**src/design/rse_pkg.sv**
```systemverilog
`default_nettype none

package rse_pkg;

  // Store geometry
  localparam int unsigned CAPACITY  = 64;
  localparam int unsigned IDX_W     = $clog2(CAPACITY);
  localparam int unsigned CNT_W     = $clog2(CAPACITY + 1);
  localparam int unsigned VAL_W     = 32;
  localparam int unsigned RND_W     = 16;
  localparam int unsigned RND_CNT_W = $clog2(RND_W);

  // Read-out reduction: cells are ORed in groups, one register per group
  localparam int unsigned GRP_SIZE  = 8;
  localparam int unsigned NUM_GRP   = (CAPACITY + GRP_SIZE - 1) / GRP_SIZE;

  // Operation codes (tuser of the input stream)
  localparam logic [1:0] KIND_INSERT = 2'd0;
  localparam logic [1:0] KIND_REMOVE = 2'd1;
  localparam logic [1:0] KIND_RANDOM = 2'd2;

  // Result status codes
  localparam logic [1:0] STATUS_OK    = 2'd0;
  localparam logic [1:0] STATUS_MATCH = 2'd1;
  localparam logic [1:0] STATUS_FULL  = 2'd2;
  localparam logic [1:0] STATUS_EMPTY = 2'd3;

  // Broadcast from the sequencer to every cell of the row
  typedef struct packed {
    logic [VAL_W-1:0] key;     // value looked up, and appended on insert
    logic [CNT_W-1:0] count;   // live count, bounds the lookup
    logic [IDX_W-1:0] sel;     // cell selected for read-out
    logic             app_we;  // append key at index count
    logic             hit_we;  // overwrite the matching cell with wdata
    logic [VAL_W-1:0] wdata;   // last element, moved in on remove
  } rse_ctrl_t;

endpackage

`default_nettype wire

```
**src/design/rse_cell.sv**
```systemverilog
`default_nettype none

module rse_cell
  import rse_pkg::*;
(
  input  wire logic             clk_i,
  input  wire logic [IDX_W-1:0] idx_i,   // fixed position of this cell
  input  wire rse_ctrl_t        ctrl_i,
  output logic                  hit_o,
  output logic [VAL_W-1:0]      rd_o
);

  logic [VAL_W-1:0] val_q;
  logic             hit_q;
  logic [VAL_W-1:0] rd_q;
  logic             live;

  assign live = {1'b0, idx_i} < ctrl_i.count;

  // Element storage: append at the tail, or take the moved tail element
  always_ff @(posedge clk_i) begin
    if (ctrl_i.app_we && (idx_i == ctrl_i.count[IDX_W-1:0])) begin
      val_q <= ctrl_i.key;
    end else if (ctrl_i.hit_we && hit_q) begin
      val_q <= ctrl_i.wdata;
    end
  end

  // Local match and masked read-out, both registered
  always_ff @(posedge clk_i) begin
    hit_q <= live && (val_q == ctrl_i.key);
    rd_q  <= (idx_i == ctrl_i.sel) ? val_q : '0;
  end

  assign hit_o = hit_q;
  assign rd_o  = rd_q;

endmodule

`default_nettype wire

```
**config.mk**
```make
export PLATFORM = sky130hd
export DESIGN_NAME = rse_cell
export DESIGN_NICKNAME = d
export VERILOG_FILES = /design/src/design/rse_pkg.sv /design/src/design/rse_cell.sv
export SDC_FILE = /design/constraint.sdc
export NUM_CORES = 1
export LEC_CHECK = 0
export BUFFER_PORTS_ARGS = -buffer_cell sky130_fd_sc_hd__clkbuf_2
export CAP_MARGIN = 20
export CORE_MARGIN = 1
export CORE_UTILIZATION = 40
export DETAILED_ROUTE_END_ITERATION = 10
export PLACE_DENSITY = 0.72
export SLEW_MARGIN = 40
export SYNTH_ARGS = -nofsm -noshare
export SYNTH_HDL_FRONTEND = slang
export SYNTH_SLANG_ARGS = --single-unit
```
**constraint.sdc**
```tcl
create_clock -name clk_i -period 2.78 [get_ports clk_i]
set_clock_uncertainty 0.15 [all_clocks]
set_input_delay 0.139 -clock clk_i [delete_from_list [all_inputs] [get_ports clk_i]]
set_output_delay 0.139 -clock clk_i [all_outputs]
set_load 0.02 [all_outputs]
```
**After elaboration in Yosys (flattened, before gate mapping)**

Index checks and enable logic that the tools add are counted.

- Input bits: 86
- Output and inout bits: 33
- Register bits after elaboration: 65
- Logic and storage cells: 13

- Reductions and logical operators: 4
- Multiplexer cells: 2
- Magnitude comparators: 1
- Equality and inequality tests: 3

Operators with widths:

| cell | count |
|---|---|
| two-way mux 32 bit | 2 |
| == test 32 bit | 1 |
| == test 6 bit | 2 |
| less-than comparator 6 x 7 -> 1 bit | 1 |
| logical AND 1 bit | 3 |
| nonzero test 2 bit | 1 |

**Depth between registers and ports, before layout**

- Depth in word-level cells: 3
- Mapped depth: 7
- Gate-level depth less buffers: 7

**Worst setup path after synthesis**

Ideal clock, no wire load.

- Kind: input-to-reg
- Start point: input ctrl_i[44] (netlist name)
- End point: register val_q[0], enable pin
- Slack: 608 ps
- Cell stages on the path: 6
- Required time: 2242 ps
- Library setup time: 388 ps
- Arrival: 1634 ps
- Cell sequence: inv_1 > ha_1 > nand3_1 > nor2_4 > buf_4 > a21o_1

- Longest elaborated chain between the ends: 3

RTL lines:

| what | RTL line | source |
|---|---|---|
| start: declaration | rse_cell.sv:8 | `input wire rse_ctrl_t ctrl_i,` |
| == test 6 bit | rse_cell.sv:22 | `if (ctrl_i.app_we && (idx_i == ctrl_i.count[IDX_W-1:0])) begin` |
| logical AND 1 bit | rse_cell.sv:22 |  |
| nonzero test 2 bit (no source line) | -- |  |
| end signal: assignment | rse_cell.sv:23 | `val_q <= ctrl_i.key;` |
| end signal: assignment | rse_cell.sv:25 | `val_q <= ctrl_i.wdata;` |
| end: declaration | rse_cell.sv:13 | `logic [VAL_W-1:0] val_q;` |

No other way between the ends.
A chain may end at the register's enable or synchronous reset.

**Final worst setup path**

- Start point: input idx_i[2]
- End point: register val_q[2], data pin

- Longest elaborated chain between the ends: 3

RTL lines:

| what | RTL line | source |
|---|---|---|
| start: declaration | rse_cell.sv:7 | `input wire logic [IDX_W-1:0] idx_i,` |
| == test 6 bit | rse_cell.sv:22 |  |
| logical AND 1 bit | rse_cell.sv:22 |  |
| two-way mux 32 bit | rse_cell.sv:22 |  |

No other way between the ends.

==> summary.txt <==
Finish
  • Register area: approximately 1600 sq um
  • Most common cell after layout, fill and taps aside: clkbuf_2
  • Fin nets: between 400 and 500
  • Most frequent cells in the layout: 118 x clkbuf_2, 66 x dlygate4sd3_1, 35 x xnor2_1
  • Multi-input logic area: approximately 1100 sq um
  • Share of cells above drive strength 1: 0.408
  • Synthesis-to-layout area growth: 57.1%
  • ANT cells: 0
  • Final instance area: approximately 4400 sq um
  • Fillers: around 540

Synthesis
  • Yosys warns: 0
  • Area leader, netlist: edfxtp_1
  • Sequential fraction of the synthesis area: 0.575
  • Async S/R FF share, synth: 0
  • Post-synth EDFFs: 32
  • Mapped Cells: ~210
  • Synthesized area per cell: approximately 13 sq um
  • Top cell type's share of synthesized area: 0.341
  • Largest cells by area after synthesis: edfxtp_1 34%, dfxtp_1 23%, xnor2_1 11%
  • Cell area after synthesis: between 2000 and 3000 sq um
  • Main synth FF type: dfxtp_1
  • Post-Syn Nets: ~300
  • Synth Register Bits: 65
  • Synth unique cells: 22

STA
  • Final Setup Violations: 0
  • Tcrit/Tclk final: 0.829
  • Pins Over Slew Limit: 0
  • Actual slew at the worst max-slew pin: roughly 420 ps
  • Minimum clock period: approximately 2300 ps
  • RSZ-0062 raised after global routing: no
  • Final hold violation count: 0
  • F_max: 434 MHz
  • Normalized max-slew margin: 0.721
  • Setup_tns: 0 ps

Routing
  • DRC violations left: 0
  • Initial DRC count: slightly below 60
  • Final WL: 6650 um
  • WL/cell: around 13 um
  • Routed Antenna Nets: 0
  • Average via count per standard cell: between 4 and 5
  • Drt first pass iters: 4
  • Vias: about 2200

Placement
  • Placed Area: around 3500 sq um
  • Number of port buffers: ~120
  • Routability cong.: roughly 0.87
  • Hpwl dp: between 4000 and 5000 um

GRT
  • Total grt overflow: 0
  • Vias in the first global route: 2313
  • First-pass GRT wire length: about 10000 um
  • Largest net degree at the start of global routing: 33
  • Initial antenna violation count: 0
  • Gr usage total: 0.190

Worst setup path
  • Worst-path fanout max: 21
  • Slowest cell on crit path: dlygate4sd3_1
  • Req. time, crit path: 2720 ps
  • Crit. End Element: register
  • Buf/Inv on CP: 3
  • Top delay family on crit path: buffers and inverters
  • Critical Path AT: around 2300 ps
  • Critical-path cell list: clkbuf_2, ha_1, nand4_1, nor2_4, buf_12, mux2_2, dlygate4sd3_1
  • Setup crit start kind: input pin
  • Setup Crit Path Kind: input pin to register
  • Crit path largest cell delay: 570 ps

Floorplanning
  • Io pins: about 120
  • Die Y-Extent: approximately 86 um
  • Initial Util: 0.415
  • Die X: about 86 um
  • Die area: 7390 sq um
  • Row count: 30
  • Core area: between 6000 and 7000 sq um

Worst hold path
  • Worst Hold Class: input pin to register

Clock network
  • Clk slew on worst S/H paths: around 70 ps
  • CTS tree: yes
  • CTS Sinks: 65
  • Clock buffer depth: 2
  • Root Driver: clkbuf_8
  • H-tree depth: 3
  • Worst-skew pair later-pin latency: about 340 ps
  • Cts bufs inserted: 9

Pwr
  • Peak supply drop: about 0.00033 V
  • PwrDens: between 400 and 500 nW/um^2
  • Static Leak: 1.90 nW

Run status
  • Status: completed

Run
  • Max_cap viols: 0
[sequential cells by signal, indices dropped and copies added, names as in the netlist]
name and flops:
hit_o 1, rd_o 32, val_q 32
[metal layers]
layer / routed length, um / GRT usage / vias to the layer above
met4: 99 / 0.0697 / 0
met2: 3690 / 0.363 / 63
li1: - / - / 1116
met5: 0 / 0 / -
met1: 2570 / 0.197 / 1041
met3: 299 / 0.0520 / 11
[cells in the mapped netlist, types with 2 or more instances]
cell type	n
ha_1	6
edfxtp_1	32
xor2_1	3
nand3_1	2
buf_4	3
inv_1	8
a21oi_1	2
dfxtp_1	33
xnor2_1	35
clkbuf_2	3
nand4_1	9
a21o_1	2
mux2_1	8
and2_1	32
mux2_2	24
[metrics by stage]
step / total power [W] / util / std cells / setup slack (ps) / hold WS, ps
after global placement: 0.00122 / 0.521 / 421 / 730 / 271
after floorplan: 0.00113 / - / 209 / 608 / 190
after CTS: 0.00216 / 0.652 / 503 / 494 / 1.69
final: 0.00214 / 0.652 / 503 / 476 / 11.9
after detailed placement: 0.00122 / 0.521 / 421 / 672 / 277
after global routing: 0.00222 / 0.652 / 503 / 386 / 17.0
[layout make-up]
cell class / count / area share
flip-flops and latches: 65 / 0.366
repair buffers: 188 / 0.292
multi-input cells: 130 / 0.257
clock buffers: 12 / 0.0449
well taps: 96 / 0.0271
inverters: 8 / 0.00678
clock inverters: 4 / 0.00621
[worst min-delay path, stage by stage]
cell	delay (ps)
clkbuf_2	100
xnor2_1	70
nand4_1	90
nor4_2	50
[power by group]
part / leakage, nW / switching (W) / internal, W
Combinational: 1.22 / 0.0000942 / 0.000165
Clock: 0.118 / 0.000378 / 0.000488
Sequential: 0.554 / 0.00000458 / 0.00101
[timing repair]
| action | CTS | global route |
|---|---|---|
| buffers inserted | 0 | 0 |
| gates resized for setup | 0 | 0 |
| hold buffers | 66 | 0 |
| endpoints found under the hold margin | 33 | 0 |
[worst paths after layout]
check | start | end | slack [ps] | cells past startpoint
hold / removal | ctrl_i[64] | hit_o | 10 | 4
setup / recovery | idx_i[2] | val_q[2] | 480 | 7
hold reg to reg | val_q[31] | rd_o[31] | 350 | 1
setup reg to reg | val_q[22] | hit_o | 1010 | 5
[cell families (layout without fill, tap and decap cells)]
kind of cell,Yosys count,in the layout,share of synthesized area
DFF,65,65,0.575
and+or+nand+nor,48,48,0.111
xor gates and xnor gates,38,38,0.118
muxes,32,32,0.128
buffers and inverters,14,212,0.0240
adders and majority gates,6,6,0.0266
AOI/OAI and AO/OA,6,6,0.0173
Note: power is estimated with default switching activity, not from simulation.
