$ cat src/design/rse_pkg.sv
`default_nettype none

package rse_pkg;

  // Store geometry
  localparam int unsigned CAPACITY  = 64;
  localparam int unsigned IDX_W     = $clog2(CAPACITY);
  localparam int unsigned CNT_W     = $clog2(CAPACITY + 1);
  localparam int unsigned VAL_W     = 32;
  localparam int unsigned RND_W     = 16;
  localparam int unsigned RND_CNT_W = $clog2(RND_W);

  // Read-out reduction: cells are ORed in groups, one register per group
  localparam int unsigned GRP_SIZE  = 8;
  localparam int unsigned NUM_GRP   = (CAPACITY + GRP_SIZE - 1) / GRP_SIZE;

  // Operation codes (tuser of the input stream)
  localparam logic [1:0] KIND_INSERT = 2'd0;
  localparam logic [1:0] KIND_REMOVE = 2'd1;
  localparam logic [1:0] KIND_RANDOM = 2'd2;

  // Result status codes
  localparam logic [1:0] STATUS_OK    = 2'd0;
  localparam logic [1:0] STATUS_MATCH = 2'd1;
  localparam logic [1:0] STATUS_FULL  = 2'd2;
  localparam logic [1:0] STATUS_EMPTY = 2'd3;

  // Broadcast from the sequencer to every cell of the row
  typedef struct packed {
    logic [VAL_W-1:0] key;     // value looked up, and appended on insert
    logic [CNT_W-1:0] count;   // live count, bounds the lookup
    logic [IDX_W-1:0] sel;     // cell selected for read-out
    logic             app_we;  // append key at index count
    logic             hit_we;  // overwrite the matching cell with wdata
    logic [VAL_W-1:0] wdata;   // last element, moved in on remove
  } rse_ctrl_t;

endpackage

`default_nettype wire

$ cat src/design/rse_mod.sv
`default_nettype none

module rse_mod
  import rse_pkg::*;
(
  input  wire logic             clk_i,
  input  wire logic             rst_ni,
  input  wire logic             start_i,
  input  wire logic [RND_W-1:0] dividend_i,
  input  wire logic [CNT_W-1:0] divisor_i,
  output logic                  done_o,
  output logic [IDX_W-1:0]      rem_o
);

  logic                 busy_q;
  logic                 done_q;
  logic [RND_CNT_W-1:0] cnt_q;
  logic [RND_W-1:0]     dvd_q;
  logic [CNT_W-1:0]     dsr_q;
  logic [CNT_W-1:0]     rem_q;
  logic [CNT_W:0]       trial;
  logic [CNT_W:0]       diff;
  logic                 fits;

  // One restoring step: shift in the next dividend bit, subtract if it fits
  assign trial = {rem_q, dvd_q[RND_W-1]};
  assign diff  = trial - {1'b0, dsr_q};
  assign fits  = trial >= {1'b0, dsr_q};

  // Control
  always_ff @(posedge clk_i or negedge rst_ni) begin
    if (!rst_ni) begin
      busy_q <= 1'b0;
      done_q <= 1'b0;
      cnt_q  <= '0;
    end else begin
      done_q <= 1'b0;
      if (start_i) begin
        busy_q <= 1'b1;
        cnt_q  <= '0;
      end else if (busy_q) begin
        cnt_q <= cnt_q + 1'b1;
        if (cnt_q == RND_CNT_W'(RND_W - 1)) begin
          busy_q <= 1'b0;
          done_q <= 1'b1;
        end
      end
    end
  end

  // Datapath
  always_ff @(posedge clk_i) begin
    if (start_i) begin
      dvd_q <= dividend_i;
      dsr_q <= divisor_i;
      rem_q <= '0;
    end else if (busy_q) begin
      dvd_q <= {dvd_q[RND_W-2:0], 1'b0};
      rem_q <= fits ? diff[CNT_W-1:0] : trial[CNT_W-1:0];
    end
  end

  assign done_o = done_q;
  assign rem_o  = rem_q[IDX_W-1:0];

endmodule

`default_nettype wire

$ cat config.mk
export PLATFORM = sky130hd
export DESIGN_NAME = rse_mod
export DESIGN_NICKNAME = d
export VERILOG_FILES = /design/src/design/rse_pkg.sv /design/src/design/rse_mod.sv
export SDC_FILE = /design/constraint.sdc
export NUM_CORES = 1
export LEC_CHECK = 0
export BUFFER_PORTS_ARGS = -buffer_cell sky130_fd_sc_hd__buf_2
export CORE_ASPECT_RATIO = 1.75
export CORE_MARGIN = 5
export CORE_UTILIZATION = 60
export CTS_CLUSTER_SIZE = 8
export DETAILED_ROUTE_END_ITERATION = 8
export GPL_ROUTABILITY_DRIVEN = 0
export HOLD_SLACK_MARGIN = 0.15
export PLACE_DENSITY = 0.84
export SLEW_MARGIN = 20
export SYNTH_ARGS = -nofsm -noshare
export SYNTH_HDL_FRONTEND = slang
export SYNTH_SLANG_ARGS = --single-unit
$ cat constraint.sdc
create_clock -name clk_i -period 5.1 [get_ports clk_i]
set_input_delay 0.765 -clock clk_i [delete_from_list [all_inputs] [get_ports clk_i]]
set_output_delay 0.765 -clock clk_i [all_outputs]
set_load 0.05 [all_outputs]
After elaboration in Yosys (flattened, before gate mapping)
Index checks and enable logic that the tools add are counted.
W data, S select, Z words.

operators by class
  add/subtract/negate cells = 2
  $lt $le $gt $ge = 1
  eq/ne operators = 1
  multiplexer cells = 11
  reductions and logical operators = 1

operator list
  cell                   number
  $mux W16               2
  $ge A8 B7 Y1           1
  $mux W4                2
  $mux W7                1
  $sub A7 B7 Y7          1
  $mux W1                6
  $add A4 B1 Y4 const B  1
  $eq A4 B4 Y1 const B   1
  $reduce_bool A2 Y1     1

storage, ports and cells
  register bits = 36
  bits of input ports = 26
  output and inout port bits = 7
  word-level logic and storage cells = 22

Depth between registers and ports, before layout
  depth in word-level cells = 4
  depth in mapped cells = 9

Worst setup path after synthesis
OpenSTA, ideal clock, no wires.

  path kind = register -> register
  start = register dvd_q[15]
  end = register rem_q[1]
  library setup time = 0.122 ns
  arrival = 1.661 ns
  required time = 4.978 ns
  path slack = 3.318 ns
  stages on the path, launching flop included = 10
  period minus slack after synthesis = 1.782 ns
  cell sequence = edfxtp_1 -> inv_1 -> ha_1 -> inv_1 -> fa_1 -> nand3_1 -> a31o_1 -> buf_6 -> and2_4 -> o311a_1

on the way
  longest elaborated chain between the ends = 2

ends and longest elaborated chain
  element                                        line                          source
  start: declaration                             rse_mod.sv:18                 logic [RND_W-1:0] dvd_q;
  start signal: assignment                       rse_mod.sv:54                 dvd_q <= dividend_i;
  start signal: assignment                       rse_mod.sv:58                 dvd_q <= {dvd_q[RND_W-2:0], 1'b0};
  $sub A7 B7 Y7 or $ge A8 B7 Y1 (tied branches)  rse_mod.sv:27, rse_mod.sv:28
  $mux W7 (*)                                    rse_mod.sv:59                 rem_q <= fits ? diff[CNT_W-1:0] : trial[CNT_W-1:0];
  end signal: assignment                         rse_mod.sv:59
  end: declaration                               rse_mod.sv:20                 logic [CNT_W-1:0] rem_q;

Every way passes the cells marked *; elsewhere a longest branch is shown, timed or not.
A chain may end at the register's enable or synchronous reset.

Worst setup path in the final report
  start = input port start_i
  end = register dvd_q[1], enable pin

on the way
  longest elaborated chain between the ends = 1

ends and longest elaborated chain
  element                       line          source
  start: declaration            rse_mod.sv:8  input wire logic start_i,
  $reduce_bool A2 Y1 (no line)  n/a

No other way between the ends.

==> impl_metrics.toml <==
[outcome]
status = "completed"

[timing]
timing.fmax_ghz = 0.4614
maxSlewHeadroom_pct = 50.73
setup_viol_count_final = 0
tns_ns = 0
clock_skew_ns = 0.005257
fin_crit_sh_pct = 42.50
hold_viol = 0
rsz0062_at_grt = "false"
max_slew.worst_pin.slew_ns = 0.7390
report.final.slew_viol_count = 0
fin_crit_ns = 2.167

[synth]
async_reset_ff_share_pct = 16.67
yosysWarnings = 0
synth_area_um2 = 1936
yosysTopAreaCell = "edfxtp_1"
yosysTopAreaCellShare_pct = 35.68
syn_inst = 165
ys_types = 47
synth_flop_cell = "edfxtp_1"
ys_ff_latch = 36
avgSynthCellArea_um2 = 11.73
ys_seq_area_share_pct = 50.68
synth_nets = 200
synth-edff-count = 23
synthTopCellsByArea = "edfxtp_1 36%, mux2_2 8.7%, dfrtp_1 7.8%"

[drt]
dr.pass1.iters = 4
routedWlPerCell_um = 15.64
drtAntennaViolNets = 0
avgViaCountPerCell = 5.689
drc = 0
wl_um = 3676
vias = 1337
first_iter_violations = 30

[critical_path]
arrival_ns = 2.09
path_buf_inv = 2
start_kind = "primary input"
crit_family = "buffers and inverters"
reg2reg_slack_ns = 2.96
cp.depth = 3
crit_path_start = "start_i"
crit_type = "in2reg"
cp.required_ns = 5.02
reg2regPathDepth = 8
rr_endpoint = "rem_q[0]"
r2r-start = "dvd_q[15]"
slowest_delay_ns = 0.57
end_kind = "flop"
slowest_stage = "buf_2"
crit_chain = "buf_2, inv_1, nand2_1"
setup.worst_path.end = "dvd_q[1]"
cp_max_fo = 38

[clocking]
cts_max_level = 2
postCtsSetupBuffers = 0
cts_sinks = 36
cts_buffers = 5
postCtsResizedCells = 0
holdBufCountCts = 0
clk_latency_ns = 0.29
clockBufferDepth = 2
cts_tree = "done"
root_buffer = "clkbuf_8"
clkSlewWorstSetupHoldPaths_ns = 0.07

[die]
core_um2 = 3142
fp.dieW_um = 52.94
io_pins = 33
start_util_pct = 61.61
die_y_um = 85.14
die-area_um2 = 4507
rows = 27

[pwr]
powerDensity_nw_per_um2 = 408.6
peakVddDrop_v = 0.0002722
p_leak_uw = 0.0009453

[cells_and_area]
n_antenna_cell = 0
layoutNonFillerInstCount = 235
area_growth_syn_to_layout_pct = 11.25
drive_gt1_share_pct = 30.21
nets = 226
post-route-util_pct = 68.54

[placed_design]
port_buffers = 32
place_hpwl_um = 2715
dpl.cell_count = 227

[min_path]
hp-class = "in2async"

[global_route]
grt_max_degree = 39
antenna_found_initial = 0
grt_pass1_vias = 1433
grt_pass1_wl_um = 6223
grt_overflow_total = 0
grt.total_usage_pct = 18.69

[job]
cap_violations = 0
## sequential cells by signal, summed over array words and instances, names as in the netlist
signal,cells
busy_q,1
cnt_q,4
done_o,1
dsr_q,7
dvd_q,16
rem_q,7
## worst min path at each step
stage | cells after the start | startpoint | to | slack [ns]
after floorplan | 0 | rst_ni | busy_q | 0.47
after global placement | 2 | cnt_q[3] | cnt_q[3] | 0.52
after detailed placement | 2 | cnt_q[3] | cnt_q[3] | 0.53
after CTS | 1 | rst_ni | cnt_q[0] | 0.28
after global routing | 1 | rst_ni | cnt_q[2] | 0.29
final | 1 | rst_ni | cnt_q[2] | 0.28
## metrics by stage
step | hold WS (ns) | worst slack (ns) | power, uW | area, um^2
final | 0.2818 | 2.933 | 879.9 | 2153
after global routing | 0.2874 | 2.791 | 925.2 | 2153
after CTS | 0.2784 | 2.921 | 881.9 | 2153
after detailed placement | 0.5285 | 2.624 | 687.1 | 2069
after global placement | 0.5217 | 2.704 | 674.1 | 2069
after floorplan | 0.4694 | 3.318 | 636.3 | 1936
## power by group
| part | total [uW] | switching, uW | internal [uW] |
|---|---|---|---|
| clock network | 194 | 99.9 | 94.6 |
| logic | 310 | 181 | 129 |
| registers | 375 | 26.9 | 348 |
| total | 880 | 308 | 572 |
## layout by cell type, fill, tap and decap left out, types with 2 or more instances in the layout
master	instances
nor3b_1	7
clkbuf_8	5
a31oi_1	4
o21ai_1	2
nand4_1	2
xnor2_1	4
buf_2	32
edfxtp_1	23
xor2_1	2
and3_1	2
nand3_1	5
nand2_1	10
a21o_1	3
mux2_2	15
dfxtp_1	7
nor2b_1	4
dfrtp_1	6
nor2_1	12
inv_1	11
ha_1	8
o31ai_1	2
## synthesized netlist by cell type, types with 2 or more instances
cell / count
edfxtp_1: 23
mux2_2: 15
nor2_1: 12
inv_1: 11
nand2_1: 10
ha_1: 8
dfxtp_1: 7
nor3b_1: 7
buf_4: 6
dfrtp_1: 6
nand3_1: 5
a31oi_1: 4
nor2b_1: 4
xnor2_1: 4
a21o_1: 3
clkbuf_1: 3
and3_1: 2
buf_1: 2
nand4_1: 2
o21ai_1: 2
o31ai_1: 2
xor2_1: 2
## final cells by class
type / instances / area (um^2)
fill: 225 / 988.4
sequential: 36 / 980.9
multi-input combinational: 105 / 833.3
timing repair buffer: 32 / 160.2
clock buffer: 6 / 72.57
tap: 43 / 53.80
inverter: 11 / 41.29
clock inverter: 2 / 11.26
## routing by layer
layer / global-route usage, % / wire, um / share of wire, %
met3: 5.272 / 172 / 4.7
met1: 19.21 / 1366 / 37
met4: 10.47 / 162 / 4.4
met2: 32.47 / 1975 / 54
met5: 0 / 0 / 0
## cells by family (layout without fill, tap and decap cells)
group / count (synthesis) / after routing / share of synthesized area, %
adders and majority gates: 9 / 9 / 6.206
DFF: 36 / 36 / 50.68
xor gates and xnor gates: 6 / 6 / 2.715
buffers and inverters: 24 / 51 / 6.270
and+or+nand+nor: 49 / 49 / 13.64
AOI/OAI and AO/OA: 25 / 25 / 11.25
muxes: 16 / 16 / 9.244
Note: power is estimated with default switching activity, not from simulation.
